### config.mk
export PLATFORM = sky130hd
export DESIGN_NAME = fifo_with_multiple_of_ten_purge_unit
export DESIGN_NICKNAME = d
export VERILOG_FILES = /design/src/design/fmtp_pkg.sv /design/src/design/fifo_with_multiple_of_ten_purge_unit.sv /design/src/design/fmtp_cell.sv
export VERILOG_INCLUDE_DIRS = /design/src /design/src/design
export SDC_FILE = /design/constraint.sdc
export NUM_CORES = 1
export LEC_CHECK = 0
export BUFFER_PORTS_ARGS = -buffer_cell sky130_fd_sc_hd__buf_4
export CAP_MARGIN = 20
export CORE_UTILIZATION = 40
export DETAILED_ROUTE_END_ITERATION = 8
export PLACE_DENSITY_LB_ADDON = 0.05
export SYNTH_ARGS = -nofsm -noshare
export SYNTH_HDL_FRONTEND = slang
export SYNTH_SLANG_ARGS = --single-unit
export TNS_END_PERCENT = 100
### constraint.sdc
create_clock -name clk -period 14 [get_ports clk]
set_input_delay 3.5 -clock clk [delete_from_list [all_inputs] [get_ports clk]]
set_output_delay 3.5 -clock clk [all_outputs]
set_load 0.02 [all_outputs]
### src/design/assert_macros.svh
// ---------------------------------------------------------------------------
// assertion macros
// shared concurrent check forms, clocked on clk and disabled in reset
// ---------------------------------------------------------------------------
`ifndef ASSERT_MACROS_SVH
`define ASSERT_MACROS_SVH

// same-cycle implication
`define FMTP_ASSERT_IMPLIES(lbl, ante, cons) \
  lbl: assert property (@(posedge clk) disable iff (!rst_n) (ante) |-> (cons)) \
    else $error("fmtp check failed");

// next-cycle implication
`define FMTP_ASSERT_NEXT(lbl, ante, cons) \
  lbl: assert property (@(posedge clk) disable iff (!rst_n) (ante) |=> (cons)) \
    else $error("fmtp check failed");

`endif

### src/design/fmtp_pkg.sv
// ---------------------------------------------------------------------------
// fmtp_pkg
// types, codes and helpers of the queue with tenfold purge
// ---------------------------------------------------------------------------
package fmtp_pkg;

  localparam int QUEUE_DEPTH = 16;
  localparam int IDX_W       = $clog2(QUEUE_DEPTH);
  localparam int CNT_W       = $clog2(QUEUE_DEPTH + 1);
  localparam int DATA_W      = 32;
  localparam int COUNT_W     = 5;
  localparam int CMD_W       = 2;
  localparam int STAT_W      = 2;

  typedef logic [IDX_W-1:0]   idx_t;
  typedef logic [CNT_W-1:0]   cnt_t;
  typedef logic [COUNT_W-1:0] count_t;

  localparam cnt_t CNT_ONE  = cnt_t'(1);
  localparam cnt_t CNT_ZERO = cnt_t'(0);
  localparam cnt_t CNT_FULL = cnt_t'(QUEUE_DEPTH);

  localparam logic [CMD_W-1:0] CMD_ENQ   = 2'd0;
  localparam logic [CMD_W-1:0] CMD_DEQ   = 2'd1;
  localparam logic [CMD_W-1:0] CMD_PURGE = 2'd2;
  localparam logic [CMD_W-1:0] CMD_DUMP  = 2'd3;

  localparam logic [STAT_W-1:0] ST_OK    = 2'd0;
  localparam logic [STAT_W-1:0] ST_OVER  = 2'd1;
  localparam logic [STAT_W-1:0] ST_UNDER = 2'd2;

  typedef struct packed {
    logic [CMD_W-1:0]         command;
    logic signed [DATA_W-1:0] value;
  } in_req_t;

  typedef struct packed {
    logic [STAT_W-1:0]        status;
    logic signed [DATA_W-1:0] element;
    logic [COUNT_W-1:0]       removed_count;
    logic                     last;
  } out_res_t;

  typedef struct packed {
    logic                     tenfold;
    logic signed [DATA_W-1:0] data;
  } entry_t;

  typedef enum logic [1:0] {
    CELL_HOLD,
    CELL_LOAD,
    CELL_SHIFT,
    CELL_ROTATE
  } cell_op_t;

  typedef struct packed {
    cell_op_t op;
    idx_t     idx;
  } cell_ctrl_t;

  // |v| % 10 == 0: even, and v mod 5 is 0 (non-negative) or 1 (negative,
  // since 2^32 mod 10 is 6); 16 = 1 mod 5 so nibbles fold by plain sums
  function automatic logic is_tenfold(input logic [DATA_W-1:0] v);
    logic [6:0] s;
    logic [4:0] r;
    s = '0;
    for (int k = 0; k < DATA_W / 4; k++) begin
      s = s + 7'(v[4*k +: 4]);
    end
    r = 5'(s[6:4]) + 5'(s[3:0]);
    if (r >= 5'd10) r = r - 5'd10;
    if (r >= 5'd5) r = r - 5'd5;
    if (r >= 5'd5) r = r - 5'd5;
    return !v[0] && (r == (v[DATA_W-1] ? 5'd1 : 5'd0));
  endfunction

endpackage

### src/design/fifo_with_multiple_of_ten_purge_unit.sv
// ---------------------------------------------------------------------------
// fifo_with_multiple_of_ten_purge_unit
// bounded queue of signed words held in a row of slots, front at slot 0
// ---------------------------------------------------------------------------
//  port group | dir | handshake          | payload
//  in_        | in  | in_valid/in_stall  | in_req  (command, value)
//  out_       | out | out_valid/out_stall| out_res (status, element,
//             |     |                    |          removed_count, last)
//
//  enqueue and dequeue: result registered; a new request is taken whenever the
//  output is free. purge and dump: one step per held entry, the slot row moving
//  one place per cycle unless a stalled result holds it; no request meanwhile
//  reset clears the occupancy count and the output valid flag; the output
//  payload register and slot contents are not cleared
//  a stalled result holds the output register; dump waits on each result
// ---------------------------------------------------------------------------
`include "assert_macros.svh"

module fifo_with_multiple_of_ten_purge_unit (
  input  logic               clk,
  input  logic               rst_n,
  input  logic               in_valid,
  output logic               in_stall,
  input  fmtp_pkg::in_req_t  in_req,
  output logic               out_valid,
  input  logic               out_stall,
  output fmtp_pkg::out_res_t out_res
);

  typedef enum logic [1:0] {
    S_IDLE,
    S_PURGE,
    S_DUMP
  } state_t;

  state_t             state_r, state_nxt;
  fmtp_pkg::cnt_t     occ_r, occ_nxt;
  fmtp_pkg::cnt_t     steps_r, steps_nxt;
  fmtp_pkg::cnt_t     removed_r, removed_nxt;
  logic               out_valid_r, out_valid_nxt;
  fmtp_pkg::out_res_t out_res_r, out_res_nxt;

  fmtp_pkg::cell_ctrl_t ctrl;
  fmtp_pkg::entry_t     load_entry;
  fmtp_pkg::entry_t     entry_q [fmtp_pkg::QUEUE_DEPTH];
  fmtp_pkg::entry_t     right_w [fmtp_pkg::QUEUE_DEPTH];
  fmtp_pkg::entry_t     head;
  fmtp_pkg::cnt_t       occ_dec;
  logic                 out_free;
  logic                 in_acc;
  logic                 out_load;
  logic                 enq_ok;
  logic                 dump_done;

  assign out_free   = !out_valid_r || !out_stall;
  assign in_stall   = !((state_r == S_IDLE) && out_free);
  assign in_acc     = in_valid && !in_stall;
  assign head       = entry_q[0];
  assign occ_dec    = occ_r - fmtp_pkg::CNT_ONE;
  assign load_entry = '{tenfold: fmtp_pkg::is_tenfold(in_req.value), data: in_req.value};
  assign enq_ok     = in_acc && (in_req.command == fmtp_pkg::CMD_ENQ) &&
                      (occ_r != fmtp_pkg::CNT_FULL);
  assign dump_done  = (state_r == S_DUMP) && out_load && out_res_nxt.last;

  always_comb begin
    state_nxt   = state_r;
    occ_nxt     = occ_r;
    steps_nxt   = steps_r;
    removed_nxt = removed_r;
    out_load    = 1'b0;
    out_res_nxt = out_res_r;
    ctrl.op     = fmtp_pkg::CELL_HOLD;
    ctrl.idx    = occ_dec[fmtp_pkg::IDX_W-1:0];

    case (state_r)
      S_IDLE: begin
        if (in_acc) begin
          out_load    = 1'b1;
          out_res_nxt = '{status: fmtp_pkg::ST_OK, element: '0, removed_count: '0,
                          last: 1'b1};
          case (in_req.command)
            fmtp_pkg::CMD_ENQ: begin
              if (occ_r == fmtp_pkg::CNT_FULL) begin
                out_res_nxt.status = fmtp_pkg::ST_OVER;
              end else begin
                ctrl.op  = fmtp_pkg::CELL_LOAD;
                ctrl.idx = occ_r[fmtp_pkg::IDX_W-1:0];
                occ_nxt  = occ_r + fmtp_pkg::CNT_ONE;
              end
            end
            fmtp_pkg::CMD_DEQ: begin
              if (occ_r == fmtp_pkg::CNT_ZERO) begin
                out_res_nxt.status = fmtp_pkg::ST_UNDER;
              end else begin
                out_res_nxt.element = head.data;
                ctrl.op = fmtp_pkg::CELL_SHIFT;
                occ_nxt = occ_dec;
              end
            end
            fmtp_pkg::CMD_PURGE: begin
              if (occ_r == fmtp_pkg::CNT_ZERO) begin
                out_res_nxt.status = fmtp_pkg::ST_UNDER;
              end else begin
                out_load    = 1'b0;
                state_nxt   = S_PURGE;
                steps_nxt   = occ_r;
                removed_nxt = fmtp_pkg::CNT_ZERO;
              end
            end
            default: begin
              if (occ_r == fmtp_pkg::CNT_ZERO) begin
                out_res_nxt.status = fmtp_pkg::ST_UNDER;
              end else begin
                out_load  = 1'b0;
                state_nxt = S_DUMP;
                steps_nxt = occ_r;
              end
            end
          endcase
        end
      end
      S_PURGE: begin
        // the final step needs room in the output register
        if (steps_r != fmtp_pkg::CNT_ONE || out_free) begin
          if (head.tenfold) begin
            ctrl.op     = fmtp_pkg::CELL_SHIFT;
            occ_nxt     = occ_dec;
            removed_nxt = removed_r + fmtp_pkg::CNT_ONE;
          end else begin
            ctrl.op = fmtp_pkg::CELL_ROTATE;
          end
          steps_nxt = steps_r - fmtp_pkg::CNT_ONE;
          if (steps_r == fmtp_pkg::CNT_ONE) begin
            out_load    = 1'b1;
            out_res_nxt = '{status: fmtp_pkg::ST_OK, element: '0,
                            removed_count: fmtp_pkg::count_t'(removed_nxt),
                            last: 1'b1};
            state_nxt   = S_IDLE;
          end
        end
      end
      S_DUMP: begin
        if (out_free) begin
          ctrl.op     = fmtp_pkg::CELL_ROTATE;
          out_load    = 1'b1;
          out_res_nxt = '{status: fmtp_pkg::ST_OK, element: head.data, removed_count: '0,
                          last: (steps_r == fmtp_pkg::CNT_ONE)};
          steps_nxt   = steps_r - fmtp_pkg::CNT_ONE;
          if (steps_r == fmtp_pkg::CNT_ONE) state_nxt = S_IDLE;
        end
      end
      default: begin
        state_nxt = S_IDLE;
      end
    endcase

    out_valid_nxt = out_load || (out_valid_r && out_stall);
  end

  always_ff @(posedge clk) begin
    if (!rst_n) begin
      state_r     <= S_IDLE;
      occ_r       <= fmtp_pkg::CNT_ZERO;
      steps_r     <= fmtp_pkg::CNT_ZERO;
      removed_r   <= fmtp_pkg::CNT_ZERO;
      out_valid_r <= 1'b0;
    end else begin
      state_r     <= state_nxt;
      occ_r       <= occ_nxt;
      steps_r     <= steps_nxt;
      removed_r   <= removed_nxt;
      out_valid_r <= out_valid_nxt;
    end
    out_res_r <= out_res_nxt;
  end

  for (genvar i = 0; i < fmtp_pkg::QUEUE_DEPTH; i++) begin : g_cell
    if (i < fmtp_pkg::QUEUE_DEPTH - 1) begin : g_mid
      assign right_w[i] = entry_q[i+1];
    end else begin : g_end
      assign right_w[i] = '0;
    end

    fmtp_cell u_cell (
      .clk         (clk),
      .cell_idx    (fmtp_pkg::idx_t'(i)),
      .ctrl        (ctrl),
      .load_entry  (load_entry),
      .right_entry (right_w[i]),
      .head_entry  (head),
      .entry_q     (entry_q[i])
    );
  end

  assign out_valid = out_valid_r;
  assign out_res   = out_res_r;

  `FMTP_ASSERT_IMPLIES(a_occ_bound, 1'b1, occ_r <= fmtp_pkg::CNT_FULL)
  `FMTP_ASSERT_IMPLIES(a_purge_steps, state_r == S_PURGE, steps_r <= occ_r)
  `FMTP_ASSERT_NEXT(a_enq_grows, enq_ok, occ_r == $past(occ_r) + fmtp_pkg::CNT_ONE)
  `FMTP_ASSERT_NEXT(a_dump_ends, dump_done, state_r == S_IDLE)

endmodule

### src/design/fmtp_cell.sv
// ---------------------------------------------------------------------------
// fmtp_cell
// one queue slot: loads, shifts toward the front or takes the head entry
// ---------------------------------------------------------------------------
module fmtp_cell (
  input  logic                 clk,
  input  fmtp_pkg::idx_t       cell_idx,
  input  fmtp_pkg::cell_ctrl_t ctrl,
  input  fmtp_pkg::entry_t     load_entry,
  input  fmtp_pkg::entry_t     right_entry,
  input  fmtp_pkg::entry_t     head_entry,
  output fmtp_pkg::entry_t     entry_q
);

  fmtp_pkg::entry_t entry_r;
  fmtp_pkg::entry_t entry_nxt;

  always_comb begin
    entry_nxt = entry_r;
    case (ctrl.op)
      fmtp_pkg::CELL_LOAD: begin
        if (cell_idx == ctrl.idx) entry_nxt = load_entry;
      end
      fmtp_pkg::CELL_SHIFT: begin
        if (cell_idx < ctrl.idx) entry_nxt = right_entry;
      end
      fmtp_pkg::CELL_ROTATE: begin
        // tail slot takes the old head, the slots before it move up
        if (cell_idx < ctrl.idx) begin
          entry_nxt = right_entry;
        end else if (cell_idx == ctrl.idx) begin
          entry_nxt = head_entry;
        end
      end
      default: begin
        entry_nxt = entry_r;
      end
    endcase
  end

  always_ff @(posedge clk) begin
    entry_r <= entry_nxt;
  end

  assign entry_q = entry_r;

endmodule
# [After elaboration in Yosys (flattened, before gate mapping)]
# Cells that the tools add are included.
[word_totals] ff_bits=586 in_bits=38 out_inout_bits=42
[classes] addsub=15 order_cmp=19 eq_ne=84 n_mux=136 n_reduce_logical=42
[ops] cell="2-to-1 mux 33 bit" count=62
[ops] cell="one-hot mux 33 bit (3 select lines)" count=15
[ops] cell="2-to-1 mux 40 bit" count=4
[ops] cell="one-hot mux 40 bit (3 select lines)" count=1
[ops] cell="2-to-1 mux 5 bit" count=19
[ops] cell="!= test 2 x 1 -> 1 bit (second input constant)" count=34
[ops] cell="one-hot mux 33 bit (2 select lines)" count=1
[ops] cell="2-to-1 mux 32 bit" count=2
[ops] cell="AND reduction 4 bit" count=15
[ops] cell="!= test 3 x 1 -> 1 bit (second input constant)" count=16
[ops] cell="equality test 4 bit (first input constant)" count=8
[ops] cell="< comparator 4 bit (first input constant)" count=8
[ops] cell="one-hot mux 5 bit (2 select lines)" count=3
[ops] cell="adder 7 x 4 -> 7 bit" count=4
[ops] cell="2-to-1 mux 2 bit" count=11
[ops] cell="equality test 3 x 4 -> 1 bit (first input constant)" count=4
[ops] cell="< comparator 3 x 4 -> 1 bit (first input constant)" count=4
[ops] cell="one-hot mux 5 bit (3 select lines)" count=1
[ops] cell="AND reduction 5 bit" count=3
[ops] cell="!= test 2 bit (second input constant)" count=6
[ops] cell="one-hot mux 2 bit (3 select lines)" count=2
[ops] cell="adder 5 x 1 -> 5 bit (second input constant)" count=2
[ops] cell="greater-or-equal comparator 5 x 3 -> 1 bit (second input constant)" count=2
[ops] cell="subtractor 5 x 1 -> 5 bit (second input constant)" count=2
[ops] cell="other kinds (35)" count=67

# [Depth between registers and ports, before layout]
[depth] word_depth=18 mapped_depth=34

# [Cells and area by module]
# A second synthesis with hierarchy kept.
[hier_totals] hier_cells=4356 area_unflattened_um2=46696.0
[by_module_without_submodules] module="fmtp_cell" instances=16 cells_per_inst=244 area_per_inst_um2=2648.8 seq_area_each_um2=991.0
[by_module_without_submodules] module="fifo_with_multiple_of_ten_purge_unit" instances=1 cells_per_inst=452 area_per_inst_um2=4315.4 seq_area_each_um2=1561.5

# [Least setup slack after synthesis]
# No wires, ideal clock.
[synth_path] path_type="input to register" startpoint="in in_valid" endpoint="reg out_res_r, in the netlist out_res[0] (enable)" setup_time_ns=0.652 t_arrival_ns=10.140 slack_ns=3.208 cell_stages=3 path_cell_list="clkbuf_1 > nor2b_1 > a2111oi_0"
[synth_between] elab_chain_cells=3
[synth_rtl] item="start: declaration" line_no="fifo_with_multiple_of_ten_purge_unit.sv:22" rtl="input logic in_valid,"
[synth_rtl] item="logical AND 1 bit" line_no="fifo_with_multiple_of_ten_purge_unit.sv:57" rtl="assign in_acc = in_valid && !in_stall;"
[synth_rtl] item="!= test 2 bit (no source line)"
[synth_rtl] item="AND reduction 5 bit (no source line)"
[synth_rtl] item="end signal: assignment" line_no="fifo_with_multiple_of_ten_purge_unit.sv:174" rtl="out_res_r <= out_res_nxt;"
[synth_rtl] item="end: declaration" line_no="fifo_with_multiple_of_ten_purge_unit.sv:41" rtl="fmtp_pkg::out_res_t out_res_r, out_res_nxt;"
# Every way passes these cells.
# A chain may end at the register's enable or synchronous reset.

==> impl_metrics.py <==
metrics = {
    "synth": {
        "postSynth.asyncResetShare": 0,
        "syn-num-nets": 2251,
        "synth.distinct_cells": 75,
        "ys_seq_area_frac": 0.625,
        "yosys.area.top_type": "edfxtp_1",
        "syn_area_mm2": 0.0279,
        "ys_seq_elements": 586,
        "synthTopCellsByArea": "edfxtp_1, a221o_1, a221oi_1",
        "synth_top_area_frac": 0.612,
        "synth_top_flop_cell": "edfxtp_1",
        "syn_area_per_cell_um2": 12.9,
        "yosysWarningCount": 0,
        "synth_edf_count": 568,
        "syn_inst": 2168,
    },
    "placement": {
        "globalplace.congestion": 0.809,
        "dpl.hpwl_um": 53400,
        "post-place-cells": 3021,
        "port_buffers": 79,
    },
    "timing": {
        "rsz0062_at_grt": "false",
        "slew_headroom": 0.206,
        "finalSetupViolCount": 0,
        "fin_crit_ns": 10.74,
        "fin_skew_ns": 0.0265,
        "fmax_ghz": 0.0931,
        "setup_tns_ns": 0,
        "hold_viol": 0,
        "tightest_slew_ns": 1.19,
        "whs_ns": 0.503,
        "min_period_over_period": 0.767,
        "slew_viol_final": 0,
    },
    "grt": {
        "grt_pass1_wl_um": 125000,
        "grt_usage": 0.235,
        "antenna_found_initial": 0,
        "grt_pass1_vias": 19000,
        "grt_max_degree": 190,
        "overflow": 0,
    },
    "drt": {
        "drt-initial-drc-count": 1926,
        "routed-wl-met3_um": 6240,
        "first_pass_iters": 5,
        "viasPerCell": 6.22,
        "met1_length_um": 38700,
        "vias": 19600,
        "dr_wl_met2_um": 36400,
        "ant_nets": 0,
        "drcViolationCount": 0,
        "wirelength_um": 83000,
        "wire_per_inst_um": 26.3,
        "routed.top_layer": "met4",
    },
    "clock_network": {
        "post-cts-setup-buffers": 0,
        "clock-sinks": 586,
        "clk_path_buf_depth": 3,
        "clock_latency_ns": 0.61,
        "cts_tree": "built",
        "cts_root_buf": "clkbuf_16",
        "numCtsBuffers": 68,
        "cts_resized": 0,
        "h-tree-depth": 3,
        "cts_hold_buf": 0,
        "clk_pin_slew_ns": 0.05,
    },
    "critical_path": {
        "regToRegStartpoint": "occ_r[0]",
        "end_kind": "flip-flop",
        "arrival_ns": 11.15,
        "required_ns": 14.41,
        "reg2reg_to": "g_cell[6].u_cell.entry_q[21]",
        "crit_type": "in2reg",
        "cp_max_fo": 16,
        "rrSetupSlack_ns": 8.88,
        "r2r_cells": 12,
        "start_kind": "input port",
        "critPathLaunch": "in_req[14]",
    },
    "finish": {
        "nets": 2252,
        "final_cell_mix": "edfxtp_1, nor2_1, a221o_1, a221oi_1, buf_4",
        "layout_commonest_cell": "edfxtp_1",
        "finish.utilization": 0.461,
        "fillers": 6112,
        "syn2layout_area_growth_pct": 13.9,
        "instances_no_fill": 3153,
        "drive_gt1_frac": 0.152,
    },
    "floorplanning": {
        "fp-row-count": 96,
        "fp.dieH_um": 266,
        "coreArea_mm2": 0.0688,
        "fp.dieW_um": 266,
        "start_util": 0.405,
        "dieArea_mm2": 0.0708,
        "ios": 80,
    },
    "min_path": {
        "worstHoldPathType": "reg2reg",
        "worstHoldEndpoint": "g_cell[3].u_cell.entry_q[10]",
        "min_from": "g_cell[4].u_cell.entry_q[10]",
        "worstHoldPathCells": 2,
    },
    "flow_run": {
        "cap_violations": 0,
    },
    "status": {
        "status": "completed",
    },
}
[final cells by class]
type / instances / area, um2 / share of cell area
repair buffers: 144 / 1160 / 0.0367
multi-input cells: 1293 / 9560 / 0.301
well taps: 931 / 1160 / 0.0367
clock inverters: 34 / 330 / 0.0104
inverters: 76 / 285 / 0.00899
diodes: 1 / 2.50 / 0.0000788
clock buffers: 88 / 1820 / 0.0573
flip-flops and latches: 586 / 17400 / 0.549
[logic make-up (layout without fill, tap and decap cells)]
logic type / count (synthesis) / count (layout) / share of synthesized area
compound gates: 629 / 629 / 0.196
xor+xnor: 17 / 17 / 0.00534
fa+ha+maj: 45 / 45 / 0.0267
buf+inv: 289 / 342 / 0.0428
flops: 586 / 586 / 0.625
mux: 10 / 10 / 0.00368
other cells: 0 / 1 / 0
simple gates: 592 / 592 / 0.101
[state kept, by name, indices dropped and copies added (netlist names)]
register and count:
g_cell.u_cell.entry_q 528, out_valid 1, steps_r 5, out_res 40, occ_r 5, state_r 2
removed_r 5
[critical path, stage by stage]
cell	delay, ns
buf_4	0.09
inv_1	0.06
fa_1	0.54
inv_1	0.06
fa_1	0.51
fa_1	0.53
fa_1	0.57
ha_1	0.17
inv_1	0.05
fa_1	0.40
xnor2_1	0.15
ha_1	0.26
fa_1	0.51
xor2_1	0.38
inv_2	0.07
ha_1	0.25
inv_2	0.17
nor2_1	0.10
and3_1	0.19
or4_1	0.51
a21oi_2	0.26
nor2_1	0.08
xor2_1	0.16
ha_1	0.29
o211ai_1	0.09
a311o_2	0.35
or4_4	0.68
o211ai_1	0.15
[stage by stage]
stage,setup WS (ns),cell area (um2)
after global routing,2.93,31700
final,3.26,31700
after CTS,3.33,31700
after detailed placement,2.72,29500
after global placement,2.96,29400
after floorplan,3.21,27900
[worst max-delay path by stage]
stage | endpoint | slack [ns] | cells past startpoint
2_1_floorplan | out_res[0] | 3.21 | 3
3_3_place_gp | g_cell[6].u_cell.entry_q[32] | 2.96 | 28
3_5_place_dp | g_cell[9].u_cell.entry_q[32] | 2.72 | 28
6_report | g_cell[9].u_cell.entry_q[32] | 3.26 | 28
5_1_grt | g_cell[7].u_cell.entry_q[32] | 2.93 | 28
4_1_cts | g_cell[9].u_cell.entry_q[32] | 3.33 | 28
[per-layer routing]
layer | vias to the layer above | global-route usage
met4 | 0 | 0.0669
met3 | 96 | 0.0412
met1 | 10000 | 0.350
met2 | 789 | 0.349
li1 | 8670 | -
met5 | - | 0
[synthesized netlist by cell type, types with 3 or more instances]
library cell / instances
edfxtp_1: 568
nor2_1: 325
a221o_1: 226
a221oi_1: 224
clkbuf_1: 168
inv_1: 74
nand2_1: 56
and2_1: 43
and3_1: 38
a21o_1: 35
a21oi_1: 34
or2_2: 33
buf_2: 28
fa_1: 24
nor2b_1: 23
ha_1: 21
o21ai_0: 21
dfxtp_1: 18
a22oi_1: 14
a31oi_1: 14
nand3_1: 13
xnor2_1: 13
nor3_1: 11
o211ai_1: 10
nand3_2: 9
mux2i_1: 8
buf_1: 7
nand2b_1: 7
buf_6: 6
a21boi_0: 5
nand4_1: 5
o22ai_1: 5
o32ai_1: 5
or3_1: 5
a211oi_1: 4
nor4_1: 4
o21ai_1: 4
xor2_1: 4
a32oi_1: 3
buf_4: 3
nor4b_1: 3
Power is left out: the tool's default activity adds up to more than one toggle a clock period on the data nets, which glitch-free logic cannot reach.
